## src/hw/rtl/muad_pkg.sv

```systemverilog
// Shared types and constants for the message unit array deframer.
// No dependencies; used by every module of the block.
`timescale 1ns / 1ps

package muad_pkg;

  // Default width of the length accumulator and content counter
  localparam int LENGTH_BITS = 32;
  // Length text ends after this many characters
  localparam int LENGTH_CAP = 55;
  // Depth of the queue between front and back
  localparam int QUEUE_DEPTH = 2;

  localparam int FIELD_LEN_W = 6;
  localparam int UNIT_CNT_W  = 17;

  typedef enum logic [3:0] {
    PH_QOS     = 4'b0001,
    PH_KEY     = 4'b0010,
    PH_LEN     = 4'b0100,
    PH_CONTENT = 4'b1000
  } phase_e;

  typedef enum logic [3:0] {
    LS_EMPTY  = 4'b0001,
    LS_DIGITS = 4'b0010,
    LS_TRAIL  = 4'b0100,
    LS_BAD    = 4'b1000
  } len_stat_e;

  typedef enum logic [2:0] {
    KIND_QOS_BYTE     = 3'd0,
    KIND_QOS_END      = 3'd1,
    KIND_KEY_BYTE     = 3'd2,
    KIND_KEY_END      = 3'd3,
    KIND_LEN_CHAR     = 3'd4,
    KIND_LEN_END      = 3'd5,
    KIND_CONTENT_BYTE = 3'd6
  } kind_e;

  // Classified input byte, as queued between front and back
  typedef struct packed {
    logic [7:0] data;
    logic       last;
    logic       is_nul;
    logic       is_blank;
    logic       is_digit;
    logic [3:0] digit;
  } item_t;

  // One result item
  typedef struct packed {
    kind_e        kind;
    logic [7:0]   out_byte;
    logic [15:0]  unit_index;
    logic [31:0]  length_value;
    logic         length_bad;
    logic         done_res;
    logic         truncated;
    logic [15:0]  unit_count;
  } result_t;

endpackage

```

## src/hw/rtl/message_unit_array_deframer.sv

```systemverilog
// Top level of the message unit array deframer.
// Depends on muad_pkg, muad_front, muad_fifo and muad_back.
`timescale 1ns / 1ps

// Message unit array deframer
//
// Input channel (in_valid_i / in_ready_o): one byte of the serialized unit
// array per transfer, last_i set on the final byte of a blob. Output channel
// (out_valid_o / out_ready_i): exactly one tagged result per input byte, in
// order: kind, the byte itself, unit index, parsed length on length end,
// and on the last byte the unit count and a truncation flag.
//
// Throughput: one byte per cycle while out_ready_i does not stall the output.
// Every byte updates the parser state; the length digits go through one
// shift-add multiply-by-ten and an overflow check on the accumulator width.
// Path: each byte passes through the queue, then the output register of the
// back end, before its result is valid.
//
// Stalls: the front takes bytes into a small queue while a result waits in
// the output register, so up to QUEUE_DEPTH + 1 bytes are in flight; in_ready_o
// drops only once the queue is full.
// Reset: queue and output empty, parser in the qos phase with no unit open.
// After the last byte the parser returns to that same state by itself.

module message_unit_array_deframer #(
  parameter int LengthBits = muad_pkg::LENGTH_BITS,
  parameter int QueueDepth = muad_pkg::QUEUE_DEPTH
) (
  input  logic        clk_i,
  input  logic        rst_ni,
  // input channel
  input  logic        in_valid_i,
  output logic        in_ready_o,
  input  logic [7:0]  data_byte_i,
  input  logic        last_i,
  // output channel
  output logic        out_valid_o,
  input  logic        out_ready_i,
  output logic [2:0]  kind_o,
  output logic [7:0]  out_byte_o,
  output logic [15:0] unit_index_o,
  output logic [31:0] length_value_o,
  output logic        length_bad_o,
  output logic        done_res_o,
  output logic        truncated_o,
  output logic [15:0] unit_count_o
);

  muad_pkg::item_t   front_item;
  muad_pkg::item_t   head_item;
  logic              head_valid;
  logic              head_pop;
  muad_pkg::result_t result;

  // classify each byte on the way in
  muad_front u_front (
    .data_byte_i (data_byte_i),
    .last_i      (last_i),
    .item_o      (front_item)
  );

  // decouples input transfers from output stalls
  muad_fifo #(
    .Depth (QueueDepth)
  ) u_fifo (
    .clk_i       (clk_i),
    .rst_ni      (rst_ni),
    .push_i      (in_valid_i),
    .push_item_i (front_item),
    .ready_o     (in_ready_o),
    .pop_i       (head_pop),
    .valid_o     (head_valid),
    .head_o      (head_item)
  );

  // field parser and result register
  muad_back #(
    .LengthBits (LengthBits)
  ) u_back (
    .clk_i       (clk_i),
    .rst_ni      (rst_ni),
    .valid_i     (head_valid),
    .item_i      (head_item),
    .pop_o       (head_pop),
    .out_valid_o (out_valid_o),
    .out_ready_i (out_ready_i),
    .result_o    (result)
  );

  assign kind_o         = result.kind;
  assign out_byte_o     = result.out_byte;
  assign unit_index_o   = result.unit_index;
  assign length_value_o = result.length_value;
  assign length_bad_o   = result.length_bad;
  assign done_res_o     = result.done_res;
  assign truncated_o    = result.truncated;
  assign unit_count_o   = result.unit_count;

  // a bad length always reads as zero
  a_bad_len_zero : assert property (@(posedge clk_i) disable iff (!rst_ni)
    out_valid_o && length_bad_o |-> (length_value_o == 32'd0))
    else $error("bad length with nonzero value");

  // length fields only on length end
  a_len_only_at_end : assert property (@(posedge clk_i) disable iff (!rst_ni)
    out_valid_o && (kind_o != muad_pkg::KIND_LEN_END)
    |-> !length_bad_o && (length_value_o == 32'd0))
    else $error("length fields set outside length end");

  // end-of-blob fields only with done
  a_done_fields : assert property (@(posedge clk_i) disable iff (!rst_ni)
    out_valid_o && !done_res_o |-> !truncated_o && (unit_count_o == 16'd0))
    else $error("blob summary set before last byte");

  // terminators carry no byte
  a_term_no_byte : assert property (@(posedge clk_i) disable iff (!rst_ni)
    out_valid_o && ((kind_o == muad_pkg::KIND_QOS_END) || (kind_o == muad_pkg::KIND_KEY_END)
    || (kind_o == muad_pkg::KIND_LEN_END)) |-> (out_byte_o == 8'd0))
    else $error("terminator result carries a byte");

endmodule

```

## src/hw/rtl/muad_front.sv

```systemverilog
// Front of the deframer: takes raw bytes and classifies them.
// Depends on muad_pkg.
`timescale 1ns / 1ps

module muad_front (
  input  logic [7:0]     data_byte_i,
  input  logic           last_i,
  output muad_pkg::item_t item_o
);

  logic blank;
  logic digit;

  assign blank = (data_byte_i == 8'd32) || ((data_byte_i >= 8'd9) && (data_byte_i <= 8'd13));
  assign digit = (data_byte_i >= 8'd48) && (data_byte_i <= 8'd57);

  always_comb begin
    item_o.data     = data_byte_i;
    item_o.last     = last_i;
    item_o.is_nul   = (data_byte_i == 8'd0);
    item_o.is_blank = blank;
    item_o.is_digit = digit;
    item_o.digit    = data_byte_i[3:0];  // '0'..'9' are 0x30..0x39
  end

endmodule

```

## src/hw/rtl/muad_fifo.sv

```systemverilog
// Small queue of classified items between front and back.
// Depends on muad_pkg.
`timescale 1ns / 1ps

module muad_fifo #(
  parameter int Depth = muad_pkg::QUEUE_DEPTH
) (
  input  logic            clk_i,
  input  logic            rst_ni,
  input  logic            push_i,
  input  muad_pkg::item_t push_item_i,
  output logic            ready_o,
  input  logic            pop_i,
  output logic            valid_o,
  output muad_pkg::item_t head_o
);

  localparam int PtrW = (Depth > 1) ? $clog2(Depth) : 1;
  localparam int CntW = $clog2(Depth + 1);

  muad_pkg::item_t mem_q [Depth];
  logic [PtrW-1:0] wr_ptr_q, wr_ptr_d;
  logic [PtrW-1:0] rd_ptr_q, rd_ptr_d;
  logic [CntW-1:0] count_q, count_d;
  logic            do_push;
  logic            do_pop;

  assign ready_o = (count_q != CntW'(Depth));
  assign valid_o = (count_q != '0);
  assign head_o  = mem_q[rd_ptr_q];
  assign do_push = push_i && ready_o;
  assign do_pop  = pop_i && valid_o;

  always_comb begin
    wr_ptr_d = wr_ptr_q;
    rd_ptr_d = rd_ptr_q;
    count_d  = count_q;
    if (do_push) begin
      wr_ptr_d = (wr_ptr_q == PtrW'(Depth - 1)) ? '0 : wr_ptr_q + 1'b1;
    end
    if (do_pop) begin
      rd_ptr_d = (rd_ptr_q == PtrW'(Depth - 1)) ? '0 : rd_ptr_q + 1'b1;
    end
    if (do_push && !do_pop) begin
      count_d = count_q + 1'b1;
    end else if (do_pop && !do_push) begin
      count_d = count_q - 1'b1;
    end
  end

  always_ff @(posedge clk_i or negedge rst_ni) begin
    if (!rst_ni) begin
      wr_ptr_q <= '0;
      rd_ptr_q <= '0;
      count_q  <= '0;
    end else begin
      wr_ptr_q <= wr_ptr_d;
      rd_ptr_q <= rd_ptr_d;
      count_q  <= count_d;
    end
  end

  always_ff @(posedge clk_i) begin
    if (do_push) begin
      mem_q[wr_ptr_q] <= push_item_i;
    end
  end

endmodule

```

## src/hw/rtl/muad_back.sv

```systemverilog
// Back of the deframer: field parser, length accumulator and output register.
// Depends on muad_pkg.
`timescale 1ns / 1ps

module muad_back #(
  parameter int LengthBits = muad_pkg::LENGTH_BITS
) (
  input  logic              clk_i,
  input  logic              rst_ni,
  input  logic              valid_i,
  input  muad_pkg::item_t   item_i,
  output logic              pop_o,
  output logic              out_valid_o,
  input  logic              out_ready_i,
  output muad_pkg::result_t result_o
);

  localparam int ProdW = LengthBits + 4;
  localparam int MaxW  = (LengthBits > 32) ? LengthBits : 32;
  localparam int FW    = muad_pkg::FIELD_LEN_W;
  localparam int UW    = muad_pkg::UNIT_CNT_W;

  muad_pkg::phase_e    phase_q, phase_d;
  muad_pkg::len_stat_e lstat_q, lstat_d;
  logic [LengthBits-1:0] accum_q, accum_d;
  logic [LengthBits-1:0] left_q, left_d;
  logic [UW-1:0]         ucnt_q, ucnt_d;
  logic                  uopen_q, uopen_d;
  logic [FW-1:0]         flen_q, flen_d;
  logic                  out_valid_q;
  muad_pkg::result_t     res_q, res_d;

  logic [ProdW-1:0]      prod;
  logic [LengthBits-1:0] lv_full;
  logic [LengthBits-1:0] left_m;
  logic [MaxW-1:0]       lv_wide;

  assign pop_o       = valid_i && (!out_valid_q || out_ready_i);
  assign out_valid_o = out_valid_q;
  assign result_o    = res_q;

  // accum * 10 + digit, with headroom to spot overflow
  assign prod = ({4'b0, accum_q} << 3) + ({4'b0, accum_q} << 1) + ProdW'(item_i.digit);

  always_comb begin
    phase_d = phase_q;
    lstat_d = lstat_q;
    accum_d = accum_q;
    left_d  = left_q;
    ucnt_d  = ucnt_q;
    uopen_d = uopen_q;
    flen_d  = flen_q;
    lv_full = '0;
    left_m  = left_q;
    res_d   = '0;
    res_d.kind = muad_pkg::KIND_QOS_BYTE;

    case (phase_q)
      muad_pkg::PH_QOS: begin
        uopen_d = 1'b1;
        if (!uopen_q && (ucnt_q != UW'(65536))) begin
          ucnt_d = ucnt_q + 1'b1;
        end
        if (item_i.is_nul) begin
          res_d.kind = muad_pkg::KIND_QOS_END;
          phase_d    = muad_pkg::PH_KEY;
          flen_d     = '0;
        end else begin
          res_d.kind     = muad_pkg::KIND_QOS_BYTE;
          res_d.out_byte = item_i.data;
        end
      end
      muad_pkg::PH_KEY: begin
        if (item_i.is_nul) begin
          res_d.kind = muad_pkg::KIND_KEY_END;
          phase_d    = muad_pkg::PH_LEN;
          flen_d     = '0;
          lstat_d    = muad_pkg::LS_EMPTY;
          accum_d    = '0;
        end else begin
          res_d.kind     = muad_pkg::KIND_KEY_BYTE;
          res_d.out_byte = item_i.data;
          if (flen_q != '1) begin
            flen_d = flen_q + 1'b1;
          end
        end
      end
      muad_pkg::PH_LEN: begin
        if (item_i.is_nul || (flen_q >= FW'(muad_pkg::LENGTH_CAP))) begin
          res_d.kind       = muad_pkg::KIND_LEN_END;
          res_d.length_bad = (lstat_q == muad_pkg::LS_EMPTY) || (lstat_q == muad_pkg::LS_BAD);
          lv_full          = res_d.length_bad ? '0 : accum_q;
          flen_d           = '0;
          if (lv_full == '0) begin
            phase_d = muad_pkg::PH_QOS;
            uopen_d = 1'b0;
          end else begin
            left_d  = lv_full;
            phase_d = muad_pkg::PH_CONTENT;
          end
        end else begin
          res_d.kind     = muad_pkg::KIND_LEN_CHAR;
          res_d.out_byte = item_i.data;
          flen_d         = flen_q + 1'b1;
          if (lstat_q != muad_pkg::LS_BAD) begin
            if (item_i.is_blank) begin
              if (lstat_q == muad_pkg::LS_DIGITS) begin
                lstat_d = muad_pkg::LS_TRAIL;
              end
            end else if (item_i.is_digit) begin
              if (lstat_q == muad_pkg::LS_TRAIL) begin
                lstat_d = muad_pkg::LS_BAD;
              end else if (lstat_q == muad_pkg::LS_EMPTY) begin
                accum_d = LengthBits'(item_i.digit);
                lstat_d = muad_pkg::LS_DIGITS;
              end else if (|prod[ProdW-1:LengthBits]) begin
                lstat_d = muad_pkg::LS_BAD;
              end else begin
                accum_d = prod[LengthBits-1:0];
              end
            end else begin
              lstat_d = muad_pkg::LS_BAD;
            end
          end
        end
      end
      muad_pkg::PH_CONTENT: begin
        res_d.kind     = muad_pkg::KIND_CONTENT_BYTE;
        res_d.out_byte = item_i.data;
        if (left_q != '0) begin
          left_m = left_q - 1'b1;
        end
        left_d = left_m;
        if (left_m == '0) begin
          phase_d = muad_pkg::PH_QOS;
          uopen_d = 1'b0;
        end
      end
      default: begin
        phase_d = muad_pkg::PH_QOS;
      end
    endcase

    lv_wide            = MaxW'(lv_full);
    res_d.length_value = lv_wide[31:0];
    res_d.unit_index   = (ucnt_d == '0) ? 16'd0 : 16'(ucnt_d - 1'b1);
    res_d.done_res     = item_i.last;

    if (item_i.last) begin
      case (phase_d)
        muad_pkg::PH_QOS:     res_d.truncated = uopen_d;
        muad_pkg::PH_CONTENT: res_d.truncated = 1'b1;
        default:              res_d.truncated = (flen_d != '0);
      endcase
      res_d.unit_count = (ucnt_d == UW'(65536)) ? 16'hFFFF : ucnt_d[15:0];
      // end of blob: back to the reset state
      phase_d = muad_pkg::PH_QOS;
      lstat_d = muad_pkg::LS_EMPTY;
      accum_d = '0;
      left_d  = '0;
      ucnt_d  = '0;
      uopen_d = 1'b0;
      flen_d  = '0;
    end
  end

  always_ff @(posedge clk_i or negedge rst_ni) begin
    if (!rst_ni) begin
      phase_q     <= muad_pkg::PH_QOS;
      lstat_q     <= muad_pkg::LS_EMPTY;
      accum_q     <= '0;
      left_q      <= '0;
      ucnt_q      <= '0;
      uopen_q     <= 1'b0;
      flen_q      <= '0;
      out_valid_q <= 1'b0;
    end else begin
      if (pop_o) begin
        phase_q <= phase_d;
        lstat_q <= lstat_d;
        accum_q <= accum_d;
        left_q  <= left_d;
        ucnt_q  <= ucnt_d;
        uopen_q <= uopen_d;
        flen_q  <= flen_d;
      end
      if (pop_o) begin
        out_valid_q <= 1'b1;
      end else if (out_ready_i) begin
        out_valid_q <= 1'b0;
      end
    end
  end

  always_ff @(posedge clk_i) begin
    if (pop_o) begin
      res_q <= res_d;
    end
  end

endmodule
```

## config.mk

```make
export PLATFORM = sky130hd
export DESIGN_NAME = message_unit_array_deframer
export DESIGN_NICKNAME = d
export VERILOG_FILES = /design/src/hw/rtl/muad_pkg.sv /design/src/hw/rtl/message_unit_array_deframer.sv /design/src/hw/rtl/muad_front.sv /design/src/hw/rtl/muad_fifo.sv /design/src/hw/rtl/muad_back.sv
export SDC_FILE = /design/constraint.sdc
export NUM_CORES = 1
export LEC_CHECK = 0
export BUFFER_PORTS_ARGS = -buffer_cell sky130_fd_sc_hd__buf_2
export CAP_MARGIN = 20
export CELL_PAD_IN_SITES_DETAIL_PLACEMENT = 0
export CELL_PAD_IN_SITES_GLOBAL_PLACEMENT = 1
export CORE_ASPECT_RATIO = 1.25
export CORE_UTILIZATION = 44
export CTS_CLUSTER_SIZE = 10
export DETAILED_ROUTE_END_ITERATION = 6
export PLACE_DENSITY_LB_ADDON = 0.1
export SLEW_MARGIN = 20
export SYNTH_ARGS = -nofsm -noshare
export SYNTH_HDL_FRONTEND = slang
export SYNTH_HIERARCHICAL = 1
export SYNTH_SLANG_ARGS = --single-unit
```

## constraint.sdc

```tcl
create_clock -name clk_i -period 4.4 [get_ports clk_i]
set_input_delay 0.22 -clock clk_i [delete_from_list [all_inputs] [get_ports clk_i]]
set_output_delay 0.22 -clock clk_i [all_outputs]
set_load 0.05 [all_outputs]
```

After elaboration in Yosys (flattened, before gate mapping)
Memories as Yosys holds them, arrays and structs flattened.
Index checks and enable logic that the tools add are counted.

cells by class
  $add $sub $neg = 10
  multiply operators = 0
  divide/modulo/power cells = 0
  order comparisons = 5
  eq/ne operators = 27
  shifts and indexed selects = 0
  muxes and demuxes = 65
  bitwise logic cells = 0
  reduce and logical (&&, ||, !) cells = 32

operator list
  cell                                                number
  two-way mux 32 bit                                  15
  one-hot mux 32 bit (2 select lines)                 2
  logical NOT 32 bit                                  2
  two-way mux 4 bit                                   16
  two-way mux 17 bit                                  3
  one-hot mux 11 bit (4 select lines)                 1
  adder 35 x 33 -> 36 bit                             1
  adder 36 x 4 -> 36 bit                              1
  nonzero test 32 bit                                 1
  subtractor 32 x 1 -> 32 bit, second input constant  1
  two-way mux 6 bit                                   5
  one-hot mux 6 bit (3 select lines)                  1
  adder 17 x 1 -> 17 bit, second input constant       1
  == test 17 bit, second input constant               1
  logical NOT 17 bit                                  1
  != test 17 bit, second input constant               1
  two-way mux 16 bit                                  1
  two-way mux 8 bit                                   2
  one-hot mux 4 bit (4 select lines)                  1
  subtractor 16 x 1 -> 16 bit, second input constant  1
  != test 3 x 2 -> 1 bit, second input constant       5
  two-way mux 1 bit                                   13
  == test 4 x 1 -> 1 bit, second input constant       3
  == test 4 bit, second input constant                3
  34 further kinds                                    57

storage, ports and cells
  flip-flop bits (word level) = 179
  latch bits = 0
  bits in writable memories = 32
  bits in read-only memories = 0
  input bits = 13
  output and inout port bits = 80
  word-level logic and storage cells = 159
  memories kept = 1

memories
  name          depth  bits a word  read ports  clocked after Yosys merged registers in  wr ports  RTL line         text
  u_fifo.mem_q  2      16           1           0                                        1         muad_fifo.sv:21  muad_pkg::item_t mem_q [Depth];

Longest topological paths before layout
  depth after elaboration = 12
  mapped depth = 16
  mapped depth without buffers = 14

Modules after synthesis
The synthesis kept the hierarchy.

modules (own cells, without submodules)
  module      instances  cells each  area each (um2)  seq. area each (um2)
  muad_back   1          1243        11539.8          4772.1
  muad_fifo   1          68          1402.6           1061.0
  muad_front  1          28          193.9            0.0

Worst setup path after synthesis
No wires, ideal clock.

  path kind = register to register
  start point = register u_fifo.rd_ptr_q
  end point = register u_back.accum_q[26]
  setup time = 128 ps
  data arrival time = 4107 ps
  data required time = 4272 ps
  path slack = 165 ps
  stages on the path, launching flop included = 17
  buffers on the path = 2
  clock period less this slack = 4235 ps
  path through = dfrtp_1 > buf_6 > mux2_2 > inv_1 > fa_1 > inv_1 > ha_1 > a211o_1 > a2111oi_4 > o221ai_2 > a221oi_2 > nor2_1 > a311oi_2 > nor2_1 > a22oi_4 > buf_4 > mux2_1

RTL lines
  what                    RTL line          text
  start, declared         muad_fifo.sv:23   logic [PtrW-1:0] rd_ptr_q, rd_ptr_d;
  start signal, assigned  muad_fifo.sv:58   rd_ptr_q <= rd_ptr_d;
  end signal, assigned    muad_back.sv:181  accum_q <= accum_d;
  end, declared           muad_back.sv:25   logic [LengthBits-1:0] accum_q, accum_d;

==> results_dict.tcl <==
set metrics [dict create \
    status "complete, no violations" \
    switching_share_pct 42.8 \
    hold_path.class "primary input to flip-flop" \
    critPathRequiredTime_ns 4.81 \
    netlist_instances 1339 \
    seq_area_frac_synth_pct 44.4 \
    syn2layout_area_growth_pct 14.3 \
    end_kind "flip-flop" \
    seq_power_share_pct 33.0 \
    hold_violations 0 \
    synth_top_area_share_pct 25.1 \
    drc 0 \
    synth_area_leaders "edfxtp_1 (25%), dfrtp_1 (19%), ha_1 (6.6%), o21ai_0 (4.5%), nor2_1 (3.4%)" \
    clockBufferDepth 3 \
    synth_edf_count 110 \
    num_vias 10400 \
    tightest_slew_ns 1.01 \
    final-setup-viol-count 0 \
    drtIter0Drc 525 \
    fin_nets 1526 \
    synth_top_cell_by_area "edfxtp_1" \
    port_buffers 92 \
    yosys_most_used_dff "edfxtp_1" \
    clkSinkCount 211 \
    cap_violations 0 \
    reg2regPathDepth 16 \
    grt_overflow 0 \
    rsz0062_at_grt "false" \
    floorplan.initialDensity_pct 44.8 \
    synth_area_um2 13100 \
    finalWorstSetupSlack_ns 0.197 \
    cts-buffers-inserted 25 \
    die_y_um 195 \
    track_usage_pct 23.6 \
    antenna_found_initial 0 \
    dieArea_um2 30600 \
    multi_input_area_um2 6820 \
    synthArstFlopShare_pct 47.9 \
    syn-mean-instance-area_um2 9.81 \
    clock_latency_ns 0.53 \
    dp_cells 1792 \
    placed_area_um2 14000 \
    maxSlewHeadroom_pct 32.6 \
    synth_seq_cells 211 \
    finalCriticalPeriod_ns 4.20 \
    die_w_um 157 \
    final_design_area_no_fill_um2 15000 \
    core-area_um2 29300 \
    regArea_um2 5830 \
    drv_slew 0 \
    clockPowerShare_pct 21.5 \
    start_kind "flip-flop" \
    cts.htree.levels 1 \
    path_clk_slew_ns 0.06 \
    ant_nets 0 \
    setup_tns_ns 0 \
    crit_type "flip-flop to flip-flop" \
    drtPass1Iterations 5 \
    switchingPower_uw 3700 \
    stdcell_count 1856 \
    clockRootBuffer "clkbuf_16" \
    yosysWarnings 6 \
    cts_tree "built" \
    crit_arrival_ns 4.61 \
    synth_cell_types 94 \
    ir_drop_mv 0.322 \
    routed_wl_um 35500 \
    combPwrFrac_pct 45.5 \
    grt_first_pass_wirelength_um 56800 \
    vias_per_cell 5.62 \
    yosysMostFrequentCell "nor2_1" \
    dp_hpwl_um 25000 \
    place_congestion 0.849 \
    fmax_mhz 238 \
    ys_top_cells_by_count "nor2_1 (120), nand2_1 (119), o21ai_0 (118)" \
    final_core_util_pct 51.2 \
    fill_cells 2766 \
    p_int_uw 4950 \
    dp_slack_ns 0.0587 \
    ioPinCount 93 \
    synth_nets 1423 \
    wl_per_cell_um 19.1 \
    leakagePower_uw 0.00650 \
    crit_fanout 10 \
    grt_start_max_net_pins 48 \
    hold_path_depth 3 \
    p_per_area_nw_per_um2 576 \
    min_period_over_period_pct 95.5 \
    rows 70 \
    grt_pass1_vias 10100 \
    skew_ns 0.0163 \
    drive_above_1_share_pct 15.8 \
]
flip-flops by register name (all words and copies together), names as in the netlist:
| signal | flops |
|---|---|
| u_back/result_o | 78 |
| u_back/accum_q | 32 |
| u_back/flen_q | 6 |
| u_back/out_valid_o | 1 |
| u_back/ucnt_q | 17 |
| u_fifo/mem_q | 32 |
| u_fifo/rd_ptr_q | 1 |
| u_back/uopen_q | 1 |
| u_back/lstat_q | 4 |
| u_fifo/count_q | 2 |
| u_back/left_q | 32 |
| u_back/phase_q | 4 |
| u_fifo/wr_ptr_q | 1 |
critical path, cell delays in order, from the launching register on:
cell       delay, ns
dfrtp_1         0.41
mux2_2          0.37
inv_1           0.07
fa_1            0.45
inv_1           0.08
ha_1            0.24
a211o_1         0.31
a2111oi_4       0.36
o221ai_4        0.17
a221oi_2        0.30
nor2_1          0.09
a311oi_2        0.32
nor2_2          0.10
a22oi_4         0.17
buf_12          0.15
buf_8           0.15
mux2_1          0.33
cell usage in the layout (no fill, tap or decap), drive strengths merged, types with 28 or more instances in the layout:
| cell | n |
|---|---|
| xnor2 | 47 |
| xor2 | 36 |
| nand2 | 121 |
| nor3 | 51 |
| inv | 34 |
| mux2 | 44 |
| and2 | 47 |
| o21ai | 123 |
| nor2 | 121 |
| nor4 | 28 |
| ha | 69 |
| a21oi | 72 |
| clkbuf | 45 |
| dfrtp | 99 |
| buf | 142 |
| edfxtp | 110 |
what timing repair did:
item / CTS / global route
endpoints found under the hold margin: 60 / 0
endpoints found under the setup margin: 0 / 32
resized for setup: 0 / 9
buffers inserted: 0 / 6
hold buffers: 10 / 0
worst paths after layout:
path | endpoint | from | slack [ns]
setup / recovery | u_back/accum_q[15] | u_fifo/rd_ptr_q | 0.20
hold / removal | u_fifo/wr_ptr_q | in_valid_i | 0.01
setup reg to reg | u_back/accum_q[15] | u_fifo/rd_ptr_q | 0.20
hold reg to reg | u_fifo/count_q[1] | u_fifo/count_q[1] | 0.48
max in group asynchronous | u_fifo/count_q[0] | rst_ni | 3.15
min in group asynchronous | u_back/accum_q[24] | rst_ni | 0.24
cell families after synthesis:
family	Yosys count	synth area share (%)
simple gates	488	18.9
flops	211	44.4
buf+inv	112	4.05
compound gates	319	15.4
fa+ha+maj	71	6.88
xor+xnor	83	5.53
mux	55	4.87
metal layers:
| metal | global-route usage [%] | wire length [µm] | vias up |
|---|---|---|---|
| met1 | 31.2 | 15900 | 5072 |
| met4 | 8.13 | 1060 | 0 |
| met5 | 0 | 0 | - |
| met2 | 40.3 | 17400 | 209 |
| li1 | - | - | 5099 |
| met3 | 2.22 | 1080 | 59 |
power by group through the flow:
stage          combinational, µW  sequential [µW]  clock [µW]
2_1_floorplan               1940             3880           0
5_1_grt                     4260             2910        1990
3_3_place_gp                3800             2890           0
3_5_place_dp                3810             2890           0
6_report                    3940             2850        1860
4_1_cts                     3830             2860        1910
through the flow:
step | hold WS [ns] | power, µW
floorplan | -0.0756 | 5820
finish | 0.0147 | 8650
CTS | 0.00294 | 8600
detailed placement | 0.261 | 6710
global route | 0.0336 | 9160
global placement | 0.263 | 6690
layout make-up:
cell class              count  area share (%)
inverters                  34           0.867
well taps                 396            3.30
repair buffers            154            6.83
clock inverters             1          0.0333
clock buffers              43            4.68
flip-flops and latches    211            38.9
multi-input cells        1016            45.4
diodes                      1          0.0167
Power figures use the tool's default switching activity.
